[src/rtl/assert_macros.svh]
// Assertion macros for RTL that checks its own behaviour.
`ifndef ASSERT_MACROS_SVH
`define ASSERT_MACROS_SVH

// Implication checked on every rising clock edge outside reset.
`define CHK_PROP(label, clk, rst, prop, msg) \
  label: assert property (@(posedge clk) disable iff (rst) prop) else $error(msg);

// Condition that must never hold outside reset.
`define CHK_NEVER(label, clk, rst, cond, msg) \
  label: assert property (@(posedge clk) disable iff (rst) !(cond)) else $error(msg);

`endif

[src/rtl/satl_pkg.sv]
// Package of types and constants for the set-associative cache tag lookup.
`timescale 1ns / 1ps
package satl_pkg;

  localparam int DEF_SETS      = 512;
  localparam int DEF_WAYS      = 16;
  localparam int DEF_ADDR_BITS = 32;

  localparam int ADDR_W  = 32;
  localparam int TAG_W   = 32;
  localparam int CNT_W   = 32;
  localparam int WAY_O_W = 4;
  localparam int CIDX_W  = 2;
  localparam int CDAT_W  = 32;

  localparam logic [1:0] MODE_FIFO = 2'd0;
  localparam logic [1:0] MODE_LRU  = 2'd1;
  localparam logic [1:0] MODE_RAND = 2'd2;
  localparam logic [1:0] MODE_ALT  = 2'd3;

  localparam logic [CIDX_W-1:0] REG_MODE   = 2'd0;
  localparam logic [CIDX_W-1:0] REG_WAYS   = 2'd1;
  localparam logic [CIDX_W-1:0] REG_OFFSET = 2'd2;
  localparam logic [CIDX_W-1:0] REG_SETB   = 2'd3;

  localparam logic [1:0] RST_MODE   = 2'd1;
  localparam logic [4:0] RST_WAYS   = 5'd4;
  localparam logic [3:0] RST_OFFSET = 4'd5;
  localparam logic [3:0] RST_SETB   = 4'd6;

  localparam int          LFSR_W    = 16;
  localparam logic [15:0] LFSR_SEED = 16'hACE1;
  localparam logic [15:0] LFSR_MASK = 16'hB400;
  localparam int          MOD_STEPS = 4;
  localparam int          MOD_CYC   = LFSR_W / MOD_STEPS;

  typedef enum logic [2:0] {
    ST_CLEAR,
    ST_IDLE,
    ST_LOOK,
    ST_MOD,
    ST_FILL
  } state_t;

  typedef struct packed {
    logic clear_wr;
    logic accept;
    logic look;
    logic mod_step;
    logic fill;
    logic write;
  } cmd_t;

  typedef struct packed {
    logic clear_last;
    logic rand_miss;
    logic mod_last;
  } sts_t;

endpackage

[src/rtl/satl_ctrl.sv]
// Controller state machine sequencing the clearing pass, lookup and fill.
`timescale 1ns / 1ps
module satl_ctrl (
  input  logic            clk,
  input  logic            rst,
  input  logic            start,
  input  satl_pkg::sts_t  sts,
  output satl_pkg::cmd_t  cmd,
  output logic            busy
);

  satl_pkg::state_t state, state_next;

  always_ff @(posedge clk) begin
    if (rst) begin
      state <= satl_pkg::ST_CLEAR;
    end else begin
      state <= state_next;
    end
  end

  always_comb begin
    state_next = state;
    cmd        = '0;
    busy       = 1'b1;
    unique case (state)
      satl_pkg::ST_CLEAR: begin
        cmd.clear_wr = 1'b1;
        if (sts.clear_last) begin
          state_next = satl_pkg::ST_IDLE;
        end
      end
      satl_pkg::ST_IDLE: begin
        busy = 1'b0;
        if (start) begin
          cmd.accept = 1'b1;
          state_next = satl_pkg::ST_LOOK;
        end
      end
      satl_pkg::ST_LOOK: begin
        cmd.look = 1'b1;
        if (sts.rand_miss) begin
          state_next = satl_pkg::ST_MOD;
        end else begin
          cmd.write  = 1'b1;
          state_next = satl_pkg::ST_IDLE;
        end
      end
      satl_pkg::ST_MOD: begin
        cmd.mod_step = 1'b1;
        if (sts.mod_last) begin
          state_next = satl_pkg::ST_FILL;
        end
      end
      satl_pkg::ST_FILL: begin
        cmd.fill   = 1'b1;
        cmd.write  = 1'b1;
        state_next = satl_pkg::ST_IDLE;
      end
      default: begin
        state_next = satl_pkg::ST_CLEAR;
      end
    endcase
  end

endmodule

[config.mk]
export PLATFORM = sky130hd
export DESIGN_NAME = satl_ctrl
export DESIGN_NICKNAME = d
export VERILOG_FILES = /design/src/rtl/assert_macros.svh /design/src/rtl/satl_pkg.sv /design/src/rtl/satl_ctrl.sv
export SDC_FILE = /design/constraint.sdc
export NUM_CORES = 1
export LEC_CHECK = 0
export BUFFER_PORTS_ARGS = -buffer_cell sky130_fd_sc_hd__buf_2
export CAP_MARGIN = 20
export CORE_AREA = 2 2 39 41
export CTS_CLUSTER_DIAMETER = 120
export DETAILED_ROUTE_END_ITERATION = 10
export DIE_AREA = 0 0 41 43
export HOLD_SLACK_MARGIN = 0.03
export PLACE_DENSITY_LB_ADDON = 0.2
export RECOVER_POWER = 50
export SYNTH_ARGS = -nofsm -noshare
export SYNTH_HDL_FRONTEND = slang
export SYNTH_SLANG_ARGS = --single-unit
[constraint.sdc]
create_clock -name clk -period 2.25 [get_ports clk]
set_clock_uncertainty 0.15 [all_clocks]
set_input_delay 0.225 -clock clk [delete_from_list [all_inputs] [get_ports clk]]
set_output_delay 0.225 -clock clk [all_outputs]
set_load 0.005 [all_outputs]
==> After elaboration in Yosys (flattened, before gate mapping) <==
Cells that the tools add are included.
Widths: inputs -> output; s select.
{ "word_totals": {"ff_bits": 3, "elab_cells": 24} }
{ "op_classes": {"n_eq_ne": 7, "n_mux": 14, "reduce_logical": 2} }
{ "ops": {"columns": ["op", "n"], "rows": [
  ["$pmux 3 s5", 1],
  ["$mux 3", 3],
  ["$mux 1", 8],
  ["$eq 3x2->1 const B", 2],
  ["$ne 2x2->1 const B", 3],
  ["$eq 3x1->1 const B", 1],
  ["$eq 3x3->1 const B", 1],
  ["$logic_not 3->1", 1],
  ["$reduce_and 3->1", 1],
  ["$mux 2", 1],
  ["$pmux 1 s2", 1]
]} }

==> Longest topological paths before layout <==
Gate-level depths: netlist (run 1).
{ "depth": {"depth_word": 3, "mapped_depth": 4} }

==> Least setup slack after synthesis (run 1) <==
No wires, ideal clock.
{ "synth_path": {"path_kind": "register -> output", "from": "register state[2]", "to": "output port cmd[0] in the netlist's numbering", "t_arrival_ns": 0.792, "setup_slack_ns": 1.083, "path_stages_with_launch": 4, "n_path_buf": 0, "cell_sequence": "dfxtp_1 > nand2b_2 > o21a_1 > nor2_1"} }
{ "synth_rtl": {"columns": ["element", "line_no", "source"], "rows": [
  ["start: declaration", "satl_ctrl.sv:12", "satl_pkg::state_t state, state_next;"],
  ["start signal: assignment", "satl_ctrl.sv:16", "state <= satl_pkg::ST_CLEAR;"],
  ["start signal: assignment", "satl_ctrl.sv:18", "state <= state_next;"],
  ["end: declaration", "satl_ctrl.sv:8", "output satl_pkg::cmd_t cmd,"]
]} }

==> results of run 1 <==
## cell families (layout without fill, tap and decap cells)
group	count (synthesis)	in the layout	synth area share (%)
buffers and inverters	3	18	9.55
flip-flops	3	3	30.6
AND/OR/NAND/NOR	15	15	36.3
AO/OA/AOI/OAI	7	7	23.6
## worst max-delay path by stage
stage | from | end | cells after the start
after floorplan | state[2] | cmd[0] | 3
after global placement | state[1] | cmd[0] | 4
after detailed placement | state[2] | cmd[0] | 4
after CTS | state[2] | cmd[0] | 4
after global routing | state[1] | cmd[0] | 4
final | state[2] | cmd[0] | 4
## what timing repair did
action                                  4_1_cts  5_1_grt
endpoints found under the setup margin        0        0
endpoints found under the hold margin         1        0
hold buffers                                  1        0
## per-layer routing
metal  part of all wire [%]  GRT usage (%)  wire [microns]  vias up
met5                      0              0               0        -
met4                      0           4.00               0        0
met3                     11           7.85              49        0
met2                     51           8.44             234        7
met1                     38           6.11             176       97
li1                       -              -               -      123
## critical path, stage by stage, from the launching register on
cell and delay (ps):
dfxtp_1 350, nand2b_2 220, o21a_1 180, nor2_1 70, buf_2 110
## where the power goes
part           internal, mW  switching, mW  leakage (nW)
clock network        0.0664         0.0274        0.0150
registers            0.0567        0.00784        0.0245
logic                0.0171         0.0135        0.0964
## cells in the final DEF (no fill, tap or decap), types with 2 or more instances in the layout
cell type | synthesis | routed
buf_2 | 0 | 11
nor3_1 | 2 | 2
nand2_1 | 3 | 3
clkbuf_4 | 0 | 3
clkbuf_1 | 0 | 2
dfxtp_1 | 3 | 3
nor2_1 | 6 | 6
## per-stage QoR
step           hold WS, ps  util, %  area, sq um  cells
6_report              88.7     21.4          297     59
5_1_grt               87.8     21.4          297     59
4_1_cts               83.2     21.5          298     59
3_5_place_dp           260     18.9          262     54
3_3_place_gp           271     18.9          262     54
2_1_floorplan          152        -          196     28
## cell type report
cell class              count  share of cell area, %
well taps                  16                   6.75
repair buffers             13                   23.2
inverters                   1                   1.27
flip-flops and latches      3                   20.3
multi-input cells          22                   39.7
clock buffers               4                   8.86
==> reports/results.ini, run 1 <==
[outcome]
status = complete, no violations

[min_path]
holdPathStages = 3
worstHoldPathType = in -> reg
hp-start = sts[0]
min_to = state[2]

[synth]
synth_edf_count = 0
synth_most_common_cell = nor2_1
yosysUniqueCellTypes = 17
netlist_top_cells_area = dfxtp_1, nor2_1, buf_4, nand2_1, nor3_1
synth_nets = 34
synth_top_cells_by_count = nor2_1, dfxtp_1, nand2_1, buf_4, nor3_1
ys.flop_type = dfxtp_1
synth_top_area_cell = dfxtp_1
synth_area_sq_um = 196
syn_avg_cell_area_sq_um = 7.02
synthArstFlopShare_pct = 0
yosysWarnings = 0
synth_top_area_share_pct = 30.6
synth_cells = 28
yosysSeqAreaShare_pct = 30.6
synth-seq-cells = 3

[detailed_routing]
ant_nets = 0
drtIter0Drc = 1
viasPerCell = 3.85
wl_per_cell_microns = 7.80
drtPass1Iterations = 2
wl_microns = 460
num_vias = 227
route.detailed.drc = 0

[final_layout]
top_register = state
area_delta_synth_final_pct = 51.0
drive_gt1_share_pct = 34.9
multi_input_area_sq_um = 118
ff_latch_area_sq_um = 60.1
top_regs = state x3
diodes = 0
final_nets = 50
nFillCells = 180
largest_reg_flops = 3

[setup_path]
crit_type = reg -> out
r2r_slack_ps = 1120
start_kind = flop
r2r-end = state[1]
cp-end-kind = output pin
cp.arrival_ps = 1160
critical_path.max_fanout = 7
ff2ff_path_depth = 2
crit_required_ps = 1880
worstReg2RegStart = state[0]

[floorplan]
dieArea_sq_um = 1760
coreArea_sq_um = 1380
start_util_pct = 14.2
fp.dieH_microns = 43
row_count = 14
die_w_microns = 41
pin_count = 13

[clock_tree]
clock_path_buffers = 2
cts_setup_buffers = 0
root_buffer = clkbuf_4
h-tree-depth = 1
numCtsBuffers = 3
clock_latency_ps = 230
cts_tree = done
cts_resized = 0
cts.clk_slew.worst_paths_ps = 30
clock-sinks = 3

[grt]
grt_overflow = 0
grt_use_total_pct = 6.73
grt_pass1_wl_microns = 696
grt_max_degree = 14
antenna_found_initial = 0
grt_pass1_vias = 178

[power]
powerDensity_nw_per_um2 = 638
total_power_mw = 0.189
p_leak_nw = 0.136
ir_drop_uv = 144

[job]
cap_violations = 0

[timing]
min_period_ps = 1540
finalHoldViolCount = 0
layout_setup_ws_ps = 714
tns_ps = 0
drv_slew = 0
max_freq_ghz = 0.651
slew-limit-headroom_pct = 76.1
fin_crit_sh_pct = 68.3
finalSetupViolations = 0
tightest_slew_ps = 358
grt_setup_unrepaired = false

[placed_design]
dpl.hpwl_microns = 356
io_buffers = 12
place.gp.congestion = 0.576
pre_cts_ws_ps = 945

(Power assumes the default switching activity.)
==> run 2, diff against run 1 <==
==> constraint.sdc (replaced) <==
create_clock -name clk -period 1.53 [get_ports clk]
set_clock_uncertainty 0.15 [all_clocks]
set_input_delay 0.153 -clock clk [delete_from_list [all_inputs] [get_ports clk]]
set_output_delay 0.153 -clock clk [all_outputs]
set_load 0.005 [all_outputs]
==> reports/results.ini, run 2 (synthesis results as in run 1) <==
[power]
combPwrFrac_pct = 16.7  ; +0.5 points
total_power_mw = 0.281  ; +49%
switchingPower_mw = 0.0722  ; +48%
p_sw_share_pct = 25.7  ; -0.13 points
ir_drop_uv = 230  ; +60%
p_int_mw = 0.209  ; +49%
powerDensity_nw_per_um2 = 913  ; +43%
clkPwrFrac_pct = 49.3  ; -0.4 points
power_frac_seq_pct = 33.9  ; -0.2 points
p_leak_nw = 0.136  ; about the same

[placed_design]
placed_area_sq_um = 262  ; unchanged
place.gp.congestion = 0.601  ; +4.2%
dpl.hpwl_microns = 352  ; -0.98%
io_buffers = 12  ; unchanged
dp.cells = 54  ; unchanged

[floorplan]
dieArea_sq_um = 1760  ; unchanged
start_util_pct = 14.2  ; unchanged
row_count = 14  ; unchanged
pin_count = 13  ; unchanged
coreArea_sq_um = 1380  ; unchanged
die_w_microns = 41  ; unchanged
fp.dieH_microns = 43  ; unchanged

[setup_path]
crit_type = reg -> out
cp.arrival_ps = 1120  ; -40 ps
crit_required_ps = 1230  ; -650 ps
start_kind = flop
worstReg2RegStart = state[0]
critical_path.max_fanout = 7  ; unchanged
cp-end-kind = output pin
setup.worst_path.start = state[2]

[timing]
grt_setup_unrepaired = false
hold_ws_ps = 54.2  ; -34.5 ps
finalSetupViolations = 0  ; unchanged
drv_slew = 0  ; unchanged
tightest_slew_ps = 364  ; +5.41 ps
tns_ps = 0  ; unchanged
fin_crit_sh_pct = 93.2
finalHoldViolCount = 0  ; unchanged
slew-limit-headroom_pct = 75.7  ; -0.36 points
max_freq_ghz = 0.701
min_period_ps = 1430

[final_layout]
drive_gt1_share_pct = 36.4  ; +1.5 points
diodes = 0  ; unchanged
final_nets = 51  ; +2.0%
final_common_cell = buf_2
top_regs = state x3
layout_common_cells = buf_2, nor2_1, nand2_1, clkbuf_4, clkbuf_1
top_register = state
instances_no_fill = 60  ; +1.7%
fin_area_sq_um = 308  ; +3.8%
area_delta_synth_final_pct = 56.7
largest_reg_flops = 3  ; unchanged

[outcome]
status = complete, no violations

[clock_tree]
h-tree-depth = 1  ; unchanged
clock_latency_ps = 230  ; about the same
numCtsBuffers = 3  ; unchanged
cts_setup_buffers = 0  ; unchanged
clock_path_buffers = 2  ; unchanged
root_buffer = clkbuf_4
cts_tree = done
clock-sinks = 3  ; unchanged
cts.clk_slew.worst_paths_ps = 40  ; about the same

[detailed_routing]
viasPerCell = 3.65  ; -5.1%
ant_nets = 0  ; unchanged
wl_per_cell_microns = 7.58  ; -2.7%
drtPass1Iterations = 2  ; unchanged
drtIter0Drc = 2  ; +1
route.detailed.drc = 0  ; unchanged
num_vias = 219  ; -3.5%
wl_microns = 455  ; -1.1%

[grt]
grt_pass1_wl_microns = 683  ; -1.9%
antenna_found_initial = 0  ; unchanged
grt_use_total_pct = 6.63  ; -0.094 points
grt_pass1_vias = 190  ; +6.7%
grt_overflow = 0  ; unchanged
grt_max_degree = 14  ; unchanged

[job]
cap_violations = 0  ; unchanged

[min_path]
hp-start = start
worstHoldPathType = in -> reg

run 2: power groups by stage:
stage / clock [mW] / sequential, mW / combinational, mW
after detailed placement: 0 / 0.0963 / 0.0443
after global placement: 0 / 0.0975 / 0.0443
after CTS: 0.148 / 0.0951 / 0.0483
after global routing: 0.159 / 0.0967 / 0.0527
final: 0.139 / 0.0954 / 0.0471
after floorplan: 0 / 0.0891 / 0.0332
run 2: worst paths after layout:
path,end,slack (ps),cells past startpoint
min reg2reg,state[1],320,1
max,cmd[0],100,4
min,state[1],50,3
max reg2reg,state[1],390,2
run 2: metrics by stage:
stage          setup slack, ps  util [%]
2_1_floorplan              435         -
3_3_place_gp               282      18.9
3_5_place_dp               315      18.9
4_1_cts                   53.2      22.2
5_1_grt                   31.6      22.2
6_report                   104      22.2
run 2: worst max-delay path, cell delays in order, from the launching register on:
cell	delay, ps
dfxtp_2	340
nand2b_2	200
o21a_1	170
nor2_1	70
buf_2	110
run 2: cell type report:
cell class	count	area [sq um]
tap	16	20.0
fill	159	1080
clock buffer	4	26.3
sequential	3	62.6
timing repair buffer	14	77.6
inverter	1	3.75
multi-input combinational	22	118
run 2: timing repair:
item / in CTS / in global routing
resized for setup: 0 / 2
hold buffers: 2 / 0
setup endpoints to repair: 0 / 1
endpoints found under the hold margin: 1 / 0
run 2: routing by layer:
layer	GRT usage, %	wire [microns]	vias up
met2	9.38	238	5
met4	8.00	0	0
li1	-	-	125
met5	0	0	-
met1	4.84	178	89
met3	4.71	38	0
